<file path="config.mk">
export PLATFORM = sky130hd
export DESIGN_NAME = gigabit_phy_mii_registers_flat
export DESIGN_NICKNAME = d
export VERILOG_FILES = /design/src/hw/rtl/gpmr_pkg.sv /design/src/hw/rtl/gpmr_if.sv /design/src/hw/rtl/gigabit_phy_mii_registers.sv /design/src/hw/rtl/gpmr_regfile.sv /design/src/flat_wrapper.sv
export SDC_FILE = /design/constraint.sdc
export NUM_CORES = 1
export LEC_CHECK = 0
export ABC_AREA = 1
export BUFFER_PORTS_ARGS = -buffer_cell sky130_fd_sc_hd__buf_2
export CORE_AREA = 2 2 163 165
export CTS_BUF_LIST = sky130_fd_sc_hd__clkbuf_8
export DETAILED_ROUTE_END_ITERATION = 7
export DIE_AREA = 0 0 165 167
export MAX_ROUTING_LAYER = met4
export PLACE_DENSITY = 0.47
export SLEW_MARGIN = 20
export SYNTH_ARGS = -nofsm -noshare
export SYNTH_HDL_FRONTEND = slang
export SYNTH_HIERARCHICAL = 1
export SYNTH_SLANG_ARGS = --single-unit
</file>
<file path="constraint.sdc">
create_clock -name i_clk -period 3.8 [get_ports i_clk]
set_clock_uncertainty 0.05 [all_clocks]
set_input_delay 0.57 -clock i_clk [delete_from_list [all_inputs] [get_ports i_clk]]
set_output_delay 0.57 -clock i_clk [all_outputs]
set_load 0.01 [all_outputs]
</file>
<file path="src/hw/rtl/gpmr_pkg.sv">
package gpmr_pkg;

    // access kinds
    typedef enum logic {
        OP_READ  = 1'b0,
        OP_WRITE = 1'b1
    } t_opcode;

    // clause-22 register numbers
    localparam logic [4:0] REG_CONTROL  = 5'd0;
    localparam logic [4:0] REG_STATUS   = 5'd1;
    localparam logic [4:0] REG_ID_HI    = 5'd2;
    localparam logic [4:0] REG_ID_LO    = 5'd3;
    localparam logic [4:0] REG_ADVERT   = 5'd4;
    localparam logic [4:0] REG_PARTNER  = 5'd5;
    localparam logic [4:0] REG_AN_EXP   = 5'd6;
    localparam logic [4:0] REG_GIG_CTL  = 5'd9;
    localparam logic [4:0] REG_GIG_STAT = 5'd10;
    localparam logic [4:0] REG_EXT_STAT = 5'd15;

    // configuration register indexes
    localparam logic CFG_PHY_ID      = 1'b0;
    localparam logic CFG_STATUS_BITS = 1'b1;

    // defaults and fixed words
    localparam logic [15:0] CTL_DEFAULT      = 16'h1140;
    localparam logic [15:0] ADV_DEFAULT      = 16'h01e1;
    localparam logic [15:0] GIG_DEFAULT      = 16'h0300;
    localparam logic [15:0] PARTNER_WORD     = 16'h41e1;
    localparam logic [15:0] AN_EXP_WORD      = 16'h0001;
    localparam logic [15:0] GIG_STAT_WORD    = 16'h3c00;
    localparam logic [15:0] EXT_STAT_WORD    = 16'h3000;
    localparam logic [15:0] STAT_LINK_BITS   = 16'h0024;
    localparam logic [15:0] CTL_SELF_CLEAR   = 16'h8200;
    localparam logic [31:0] PHY_ID_DEFAULT   = 32'h0000_0000;
    localparam logic [15:0] STATUS_DEFAULT   = 16'h7949;

    // control register bit positions
    localparam int CTL_BIT_RESET    = 15;
    localparam int CTL_BIT_SPEED100 = 13;
    localparam int CTL_BIT_ANEG_EN  = 12;
    localparam int CTL_BIT_FULLDUP  = 8;
    localparam int CTL_BIT_SPEED1G  = 6;

    // resolved speed codes
    localparam logic [1:0] SPEED_10   = 2'd0;
    localparam logic [1:0] SPEED_100  = 2'd1;
    localparam logic [1:0] SPEED_1000 = 2'd2;

    typedef struct packed {
        t_opcode     opcode;
        logic [4:0]  reg_addr;
        logic [15:0] write_data;
        logic        link_up;
    } t_access;

    typedef struct packed {
        logic [15:0] read_data;
        logic [1:0]  link_speed;
        logic        full_duplex;
    } t_result;

    typedef struct packed {
        logic [31:0] phy_identifier;
        logic [15:0] status_static_bits;
    } t_cfg;

endpackage

</file>
<file path="src/hw/rtl/gpmr_if.sv">
interface gpmr_req_if;
    logic        valid;
    logic        ready;
    logic        opcode;
    logic [4:0]  reg_addr;
    logic [15:0] write_data;
    logic        link_up;

    modport source (output valid, output opcode, output reg_addr, output write_data,
                    output link_up, input ready);
    modport sink   (input valid, input opcode, input reg_addr, input write_data,
                    input link_up, output ready);
endinterface

interface gpmr_rsp_if;
    logic        valid;
    logic        ready;
    logic [15:0] read_data;
    logic [1:0]  link_speed;
    logic        full_duplex;

    modport source (output valid, output read_data, output link_speed,
                    output full_duplex, input ready);
    modport sink   (input valid, input read_data, input link_speed,
                    input full_duplex, output ready);
endinterface

</file>
<file path="src/hw/rtl/gigabit_phy_mii_registers.sv">
// Register side of a gigabit PHY as seen over the management bus.
// i_req carries one read or write of a clause-22 register plus the current
// carrier state; o_rsp returns one result per transfer: read data (zero on
// writes and unknown registers) and the speed and duplex resolved after
// the access.
// The APB port holds the PHY identifier (byte address 0) and the static
// status capability bits (byte address 4); write it only while idle.
// An input transfer reaches the result shown through the input register,
// then the result register fed by the register file mux and the
// speed/duplex resolve logic. One transfer per cycle is sustained unless
// o_rsp stalls; the state is updated as an item leaves the input register.
// While o_rsp is stalled the result register holds, one more item waits in
// the input register, and i_req.ready drops once both are full.
// Reset returns control to 0x1140, advertisement to 0x01e1, 1000BASE-T
// control to 0x0300, the identifier to zero and status bits to 0x7949,
// and drops both valid flags.
module gigabit_phy_mii_registers (
    input  logic        i_clk,
    input  logic        i_rst_n,
    gpmr_req_if.sink    i_req,
    gpmr_rsp_if.source  o_rsp,
    input  logic        psel,
    input  logic        penable,
    input  logic        pwrite,
    input  logic [2:0]  paddr,
    input  logic [31:0] pwdata,
    output logic [31:0] prdata,
    output logic        pready
);

    gpmr_pkg::t_cfg      r_cfg;
    gpmr_pkg::t_access   r_s1_acc;
    gpmr_pkg::t_result   r_out_res;
    gpmr_pkg::t_result   res;
    logic                r_s1_valid, n_s1_valid;
    logic                r_out_valid, n_out_valid;
    logic                s2_can;
    logic                s1_fire;
    logic                in_ready;
    logic                in_fire;
    logic                cfg_wr;

    // configuration registers
    assign pready = 1'b1;
    assign cfg_wr = psel && penable && pwrite;

    always_ff @(posedge i_clk) begin
        if (!i_rst_n) begin
            r_cfg.phy_identifier     <= gpmr_pkg::PHY_ID_DEFAULT;
            r_cfg.status_static_bits <= gpmr_pkg::STATUS_DEFAULT;
        end else if (cfg_wr) begin
            if (paddr[2] == gpmr_pkg::CFG_PHY_ID) begin
                r_cfg.phy_identifier <= pwdata;
            end else begin
                r_cfg.status_static_bits <= pwdata[15:0];
            end
        end
    end

    assign prdata = (paddr[2] == gpmr_pkg::CFG_PHY_ID) ? r_cfg.phy_identifier
                                                       : {16'h0000, r_cfg.status_static_bits};

    // pipeline flow control
    assign s2_can   = !r_out_valid || o_rsp.ready;
    assign s1_fire  = r_s1_valid && s2_can;
    assign in_ready = !r_s1_valid || s2_can;
    assign in_fire  = i_req.valid && in_ready;
    assign i_req.ready = in_ready;

    always_comb begin
        n_s1_valid = r_s1_valid;
        if (in_fire) begin
            n_s1_valid = 1'b1;
        end else if (s1_fire) begin
            n_s1_valid = 1'b0;
        end
        n_out_valid = r_out_valid;
        if (s1_fire) begin
            n_out_valid = 1'b1;
        end else if (o_rsp.ready) begin
            n_out_valid = 1'b0;
        end
    end

    always_ff @(posedge i_clk) begin
        if (!i_rst_n) begin
            r_s1_valid  <= 1'b0;
            r_out_valid <= 1'b0;
        end else begin
            r_s1_valid  <= n_s1_valid;
            r_out_valid <= n_out_valid;
        end
    end

    // input register
    always_ff @(posedge i_clk) begin
        if (in_fire) begin
            r_s1_acc.opcode     <= gpmr_pkg::t_opcode'(i_req.opcode);
            r_s1_acc.reg_addr   <= i_req.reg_addr;
            r_s1_acc.write_data <= i_req.write_data;
            r_s1_acc.link_up    <= i_req.link_up;
        end
    end

    gpmr_regfile u_regfile (
        .i_clk   (i_clk),
        .i_rst_n (i_rst_n),
        .i_cfg   (r_cfg),
        .i_acc   (r_s1_acc),
        .i_fire  (s1_fire),
        .o_res   (res)
    );

    // result register
    always_ff @(posedge i_clk) begin
        if (s1_fire) begin
            r_out_res <= res;
        end
    end

    assign o_rsp.valid       = r_out_valid;
    assign o_rsp.read_data   = r_out_res.read_data;
    assign o_rsp.link_speed  = r_out_res.link_speed;
    assign o_rsp.full_duplex = r_out_res.full_duplex;

    // checks
    a_hold_s1: assert property (@(posedge i_clk) disable iff (!i_rst_n)
        (r_s1_valid && !s2_can) |=> (r_s1_valid && $stable(r_s1_acc)))
        else $error("input register lost an item during a stall");

    a_speed_code: assert property (@(posedge i_clk) disable iff (!i_rst_n)
        o_rsp.valid |-> (o_rsp.link_speed != 2'd3))
        else $error("invalid speed code");

    a_reset_empty: assert property (@(posedge i_clk)
        !i_rst_n |=> (!r_s1_valid && !o_rsp.valid))
        else $error("pipeline not empty after reset");

    a_ready_when_out_free: assert property (@(posedge i_clk) disable iff (!i_rst_n)
        !r_out_valid |-> i_req.ready)
        else $error("input stalled with an empty result register");

endmodule

</file>
<file path="src/hw/rtl/gpmr_regfile.sv">
module gpmr_regfile (
    input  logic             i_clk,
    input  logic             i_rst_n,
    input  gpmr_pkg::t_cfg    i_cfg,
    input  gpmr_pkg::t_access i_acc,
    input  logic             i_fire,
    output gpmr_pkg::t_result o_res
);

    logic [15:0] r_ctl, n_ctl;
    logic [15:0] r_adv, n_adv;
    logic [15:0] r_gig, n_gig;
    logic [15:0] rd;
    logic [1:0]  speed;
    logic        duplex;

    // register writes, reset bit restores control, advert and gig defaults
    always_comb begin
        n_ctl = r_ctl;
        n_adv = r_adv;
        n_gig = r_gig;
        if (i_fire && i_acc.opcode == gpmr_pkg::OP_WRITE) begin
            case (i_acc.reg_addr)
                gpmr_pkg::REG_CONTROL: begin
                    if (i_acc.write_data[gpmr_pkg::CTL_BIT_RESET]) begin
                        n_ctl = gpmr_pkg::CTL_DEFAULT;
                        n_adv = gpmr_pkg::ADV_DEFAULT;
                        n_gig = gpmr_pkg::GIG_DEFAULT;
                    end else begin
                        n_ctl = i_acc.write_data & ~gpmr_pkg::CTL_SELF_CLEAR;
                    end
                end
                gpmr_pkg::REG_ADVERT:  n_adv = i_acc.write_data;
                gpmr_pkg::REG_GIG_CTL: n_gig = i_acc.write_data;
                default: ;
            endcase
        end
    end

    // read mux, writes return zero
    always_comb begin
        rd = 16'h0000;
        if (i_acc.opcode == gpmr_pkg::OP_READ) begin
            case (i_acc.reg_addr)
                gpmr_pkg::REG_CONTROL:  rd = r_ctl;
                gpmr_pkg::REG_STATUS:   rd = i_cfg.status_static_bits |
                                             (i_acc.link_up ? gpmr_pkg::STAT_LINK_BITS
                                                            : 16'h0000);
                gpmr_pkg::REG_ID_HI:    rd = i_cfg.phy_identifier[31:16];
                gpmr_pkg::REG_ID_LO:    rd = i_cfg.phy_identifier[15:0];
                gpmr_pkg::REG_ADVERT:   rd = r_adv;
                gpmr_pkg::REG_PARTNER:  rd = gpmr_pkg::PARTNER_WORD;
                gpmr_pkg::REG_AN_EXP:   rd = gpmr_pkg::AN_EXP_WORD;
                gpmr_pkg::REG_GIG_CTL:  rd = r_gig;
                gpmr_pkg::REG_GIG_STAT: rd = gpmr_pkg::GIG_STAT_WORD;
                gpmr_pkg::REG_EXT_STAT: rd = gpmr_pkg::EXT_STAT_WORD;
                default:                rd = 16'h0000;
            endcase
        end
    end

    // speed and duplex from the state as it stands after the access
    always_comb begin
        if (n_ctl[gpmr_pkg::CTL_BIT_ANEG_EN]) begin
            if (n_gig[9] || n_gig[8]) begin
                speed  = gpmr_pkg::SPEED_1000;
                duplex = n_gig[9];
            end else if (n_adv[8] || n_adv[7]) begin
                speed  = gpmr_pkg::SPEED_100;
                duplex = n_adv[8];
            end else begin
                speed  = gpmr_pkg::SPEED_10;
                duplex = n_adv[6];
            end
        end else begin
            if (n_ctl[gpmr_pkg::CTL_BIT_SPEED1G]) begin
                speed = gpmr_pkg::SPEED_1000;
            end else if (n_ctl[gpmr_pkg::CTL_BIT_SPEED100]) begin
                speed = gpmr_pkg::SPEED_100;
            end else begin
                speed = gpmr_pkg::SPEED_10;
            end
            duplex = n_ctl[gpmr_pkg::CTL_BIT_FULLDUP];
        end
    end

    assign o_res.read_data   = rd;
    assign o_res.link_speed  = speed;
    assign o_res.full_duplex = duplex;

    // state registers
    always_ff @(posedge i_clk) begin
        if (!i_rst_n) begin
            r_ctl <= gpmr_pkg::CTL_DEFAULT;
            r_adv <= gpmr_pkg::ADV_DEFAULT;
            r_gig <= gpmr_pkg::GIG_DEFAULT;
        end else begin
            r_ctl <= n_ctl;
            r_adv <= n_adv;
            r_gig <= n_gig;
        end
    end

endmodule
</file>
<file path="src/flat_wrapper.sv">
// flat-port wrapper written by rule: the top's interface ports become plain ports
module gigabit_phy_mii_registers_flat 
  (i_clk, i_rst_n, psel, penable, pwrite, paddr, pwdata, prdata, pready, i_req_valid, i_req_opcode, i_req_reg_addr, i_req_write_data, i_req_link_up, i_req_ready, o_rsp_valid, o_rsp_read_data, o_rsp_link_speed, o_rsp_full_duplex, o_rsp_ready);
  gpmr_req_if i_req_i ();
  gpmr_rsp_if o_rsp_i ();
  input  logic i_clk;
  input  logic i_rst_n;
  input  logic psel;
  input  logic penable;
  input  logic pwrite;
  input  logic [2:0] paddr;
  input  logic [31:0] pwdata;
  output logic [31:0] prdata;
  output logic pready;
  input wire logic [$bits(i_req_i.valid)-1:0] i_req_valid;
  input wire logic [$bits(i_req_i.opcode)-1:0] i_req_opcode;
  input wire logic [$bits(i_req_i.reg_addr)-1:0] i_req_reg_addr;
  input wire logic [$bits(i_req_i.write_data)-1:0] i_req_write_data;
  input wire logic [$bits(i_req_i.link_up)-1:0] i_req_link_up;
  output wire logic [$bits(i_req_i.ready)-1:0] i_req_ready;
  output wire logic [$bits(o_rsp_i.valid)-1:0] o_rsp_valid;
  output wire logic [$bits(o_rsp_i.read_data)-1:0] o_rsp_read_data;
  output wire logic [$bits(o_rsp_i.link_speed)-1:0] o_rsp_link_speed;
  output wire logic [$bits(o_rsp_i.full_duplex)-1:0] o_rsp_full_duplex;
  input wire logic [$bits(o_rsp_i.ready)-1:0] o_rsp_ready;
  assign i_req_i.valid = i_req_valid;
  assign i_req_i.opcode = i_req_opcode;
  assign i_req_i.reg_addr = i_req_reg_addr;
  assign i_req_i.write_data = i_req_write_data;
  assign i_req_i.link_up = i_req_link_up;
  assign i_req_ready = i_req_i.ready;
  assign o_rsp_valid = o_rsp_i.valid;
  assign o_rsp_read_data = o_rsp_i.read_data;
  assign o_rsp_link_speed = o_rsp_i.link_speed;
  assign o_rsp_full_duplex = o_rsp_i.full_duplex;
  assign o_rsp_i.ready = o_rsp_ready;
  gigabit_phy_mii_registers u_core (.i_clk(i_clk), .i_rst_n(i_rst_n), .i_req(i_req_i), .o_rsp(o_rsp_i), .psel(psel), .penable(penable), .pwrite(pwrite), .paddr(paddr), .pwdata(pwdata), .prdata(prdata), .pready(pready));
endmodule
</file>
==> reports/results.ini <==
[run_status]
outcome = completed

[worst_setup_path]
crit_slowest_cell = nor2_1
timing.reg2reg.setup_slack_ns = 1.09
timing.critical_path.arrival_ns = 2.98
worst_path_dominant_cell_family = simple AND/OR/NAND/NOR gates
crit_path_max_fanout = 17
crit_reg_reg_endpoint = u_core/o_rsp.link_speed[0]
worst_path_largest_cell_delay_ns = 0.66
timing.critical_path.to_type = register
crit_required_ns = 4.06
crit-reg2reg-launch = u_core/r_s1_acc[17]
critPathBufInv = 1
worstPathCellList = nor2_2 -> inv_2 -> nor2_4 -> nand2_2 -> nor2_1 -> a22oi_1 -> o21ai_2
timing.critical_path.from_type = register
critPathKind = register to register
reg2regPathDepth = 7

[clock_network]
cts.path.max_buffers = 2
postCtsSetupBuffers = 0
cts.htree.levels = 4
clk_pin_slew_worst_paths_ns = 0.08
cts_num_sinks = 138
cts_resized = 0
cts_inserted_buffers = 17
tritoncts = done
clock_insertion_delay_worst_skew_ns = 0.47
cts_hold_buffers = 0
cts_root_buffer = clkbuf_8

[synthesis]
count_of_different_cell_masters_after_synthesis = 34
post_synthesis_net_count = 905
postSynthCellCount = 840
synth-seq-area-share_pct = 49.7
ys_seq_elements = 138
synth.cell_area_um2 = 6400
avgSynthCellArea_um2 = 7.62
ys_warn_count = 6

[cells_and_area]
area_growth_pct = 19.8
fin_nets = 1002
n_fill_cell = 2837
drive_gt1_share_pct = 19.3
antennaDiodeCount = 0

[timing]
slew-limit-headroom_pct = 34.4
finalWorstSetupSlack_ns = 1.09
number_of_pins_exceeding_their_max_slew_limit_in_the_final_report = 0
fin_crit_sh_pct = 71.3
final_setup_violation_count = 0
holdWs_ns = 0.227
finalWorstPathRequiredPeriod_ns = 2.71
fin_tns_setup_ns = 0
finalHoldViolations = 0
unrepaired_setup_endpoints_after_global_routing = false
max_clock_freq_ghz = 0.369
tightestPinTransition_ns = 0.983

[floorplanning]
effective_utilization_at_floorplan_pct = 24.8
die_w_um = 165
ioPinCount = 119
fp.dieArea_um2 = 27600
floorplan.die.height_um = 167
core_ar_um2 = 25800
fp-row-count = 59

[placed_design]
globalplace.congestion = 0.853
portBuffers = 115
detailedPlace.worstSlack_ns = 1.17
dp_hpwl_um = 14900

[worst_hold_path]
hold_path_depth = 1
hold_path.startpoint = i_req_write_data[9]
hp-class = input port to register
timing.hold.worst_endpoint = u_core/r_s1_acc[10]

[routing]
wl_um = 20900
wl_per_cell_um = 16.3
drc = 0
initialDrtViolationCount = 448
detail_routed_via_count_per_cell = 4.46
total_via_count_after_detailed_routing = 5731
drtAntennaViolNets = 0
drt_first_pass_iters = 5

[global_routing]
grt_pass1_wl_um = 32000
global_router_s_overall_resource_usage_pct = 16.1
grt_max_degree = 57
first_global_vias = 5404
antenna_found_initial = 0
global_route.overflow_total = 0

[pwr]
ir_drop_v = 0.000190
power_leakage_nw = 3.26
p_per_cell_area_nw_per_um2 = 429

[flow_run]
maxCapViolCount = 0

flip-flops by register name, indices dropped and copies added, names as in the netlist:
name                      cells
u_core/o_rsp.read_data       16
u_core/u_regfile/r_gig       16
u_core/o_rsp.link_speed       2
u_core/u_regfile/r_ctl       14
u_core/r_s1_acc              23
u_core/o_rsp.full_duplex      1
u_core/r_s1_valid             1
u_core/o_rsp.valid            1
u_core/u_regfile/r_adv       16
u_core/r_cfg                 48
report_power, final:
group / switching (mW) / internal, mW / total, mW
clock: 0.595 / 0.849 / 1.44
sequential: 0.0366 / 1.56 / 1.60
combinational: 0.163 / 0.0824 / 0.246
synth_stat cells:
cell | n | area share [%]
o22ai_1 | 1 | 0.098
clkbuf_1 | 14 | 0.82
nand4_1 | 7 | 0.68
buf_2 | 13 | 1.0
o211ai_1 | 1 | 0.12
nand3_2 | 5 | 0.78
a31oi_1 | 5 | 0.49
nand2_1 | 228 | 13
or2_2 | 1 | 0.098
nand2_2 | 4 | 0.39
nor2_4 | 5 | 0.88
a41oi_1 | 3 | 0.41
edfxtp_1 | 42 | 20
a22o_1 | 3 | 0.41
nor2_1 | 120 | 7.0
dfxtp_1 | 96 | 30
a22oi_1 | 1 | 0.12
nand3_1 | 61 | 4.8
nor3_1 | 4 | 0.31
conb_1 | 1 | 0.059
nand3b_1 | 2 | 0.23
buf_1 | 2 | 0.12
inv_1 | 92 | 5.4
a211oi_1 | 19 | 2.2
a21oi_1 | 56 | 4.4
o21ai_0 | 21 | 1.6
o2bb2ai_1 | 1 | 0.14
a211o_1 | 2 | 0.27
inv_2 | 3 | 0.18
buf_4 | 7 | 0.82
o21ai_2 | 2 | 0.27
buf_6 | 10 | 1.8
o2111a_1 | 2 | 0.35
nor2_2 | 6 | 0.59
worst max path at each step:
stage / start / endpoint / slack, ns / cells after the start
finish: u_core/r_s1_acc[17] / u_core/o_rsp.link_speed[0] / 1.09 / 7
global route: u_core/r_s1_acc[17] / u_core/o_rsp.full_duplex / 0.98 / 8
CTS: u_core/r_s1_acc[17] / u_core/o_rsp.link_speed[0] / 1.13 / 7
detailed placement: u_core/r_s1_acc[17] / u_core/o_rsp.link_speed[0] / 1.17 / 7
global placement: u_core/r_s1_acc[17] / u_core/o_rsp.link_speed[0] / 1.17 / 7
floorplan: o_rsp_ready / u_core/o_rsp.full_duplex / 0.75 / 10
cell type report:
class                   instances  area, um2  share of cell area (%)
repair buffers                124        656                    8.55
multi-input cells             561       2570                    33.6
flip-flops and latches        138       3180                    41.5
inverters                      95        357                    4.65
clock buffers                  21        289                    3.77
clock inverters                11        190                    2.48
well taps                     335        419                    5.47
placed cells by master, fill, tap and decap left out, drive strengths merged:
cell,count
a211o,2
a211oi,19
a21oi,56
a22o,3
a22oi,1
a31oi,5
a41oi,3
buf,124
bufinv,5
clkbuf,21
clkinv,2
clkinvlp,4
conb,1
dfxtp,96
edfxtp,42
inv,95
nand2,232
nand3,66
nand3b,2
nand4,7
nor2,131
nor3,4
o2111a,2
o211ai,1
o21ai,23
o22ai,1
o2bb2ai,1
or2,1
per-stage QoR:
stage          area, um2  cells  power (mW)  utilization [%]
6_report            7670   1285        3.29             29.8
5_1_grt             7670   1285        3.43             29.8
4_1_cts             7670   1285        3.33             29.8
3_5_place_dp        7190   1253        1.88             27.9
3_3_place_gp        7190   1253        1.88             27.9
2_1_floorplan       6400    840        1.77                -
metal layers:
layer | up-vias | global-route usage, % | share of wire (%)
met3 | 16 | 3.34 | 5.7
met5 | - | - | 0
met4 | 0 | 4.57 | 1.5
met1 | 2675 | 21.8 | 47
met2 | 153 | 24.1 | 46
li1 | 2887 | - | -
logic make-up (layout without fill, tap and decap cells):
group,count (synthesis),in the layout,synth area share (%)
simple gates,443,443,29.2
buf+inv,141,251,10.1
flops,138,138,49.7
compound gates,117,117,10.9
other cells,1,1,0.0586
(Power assumes the default switching activity.)
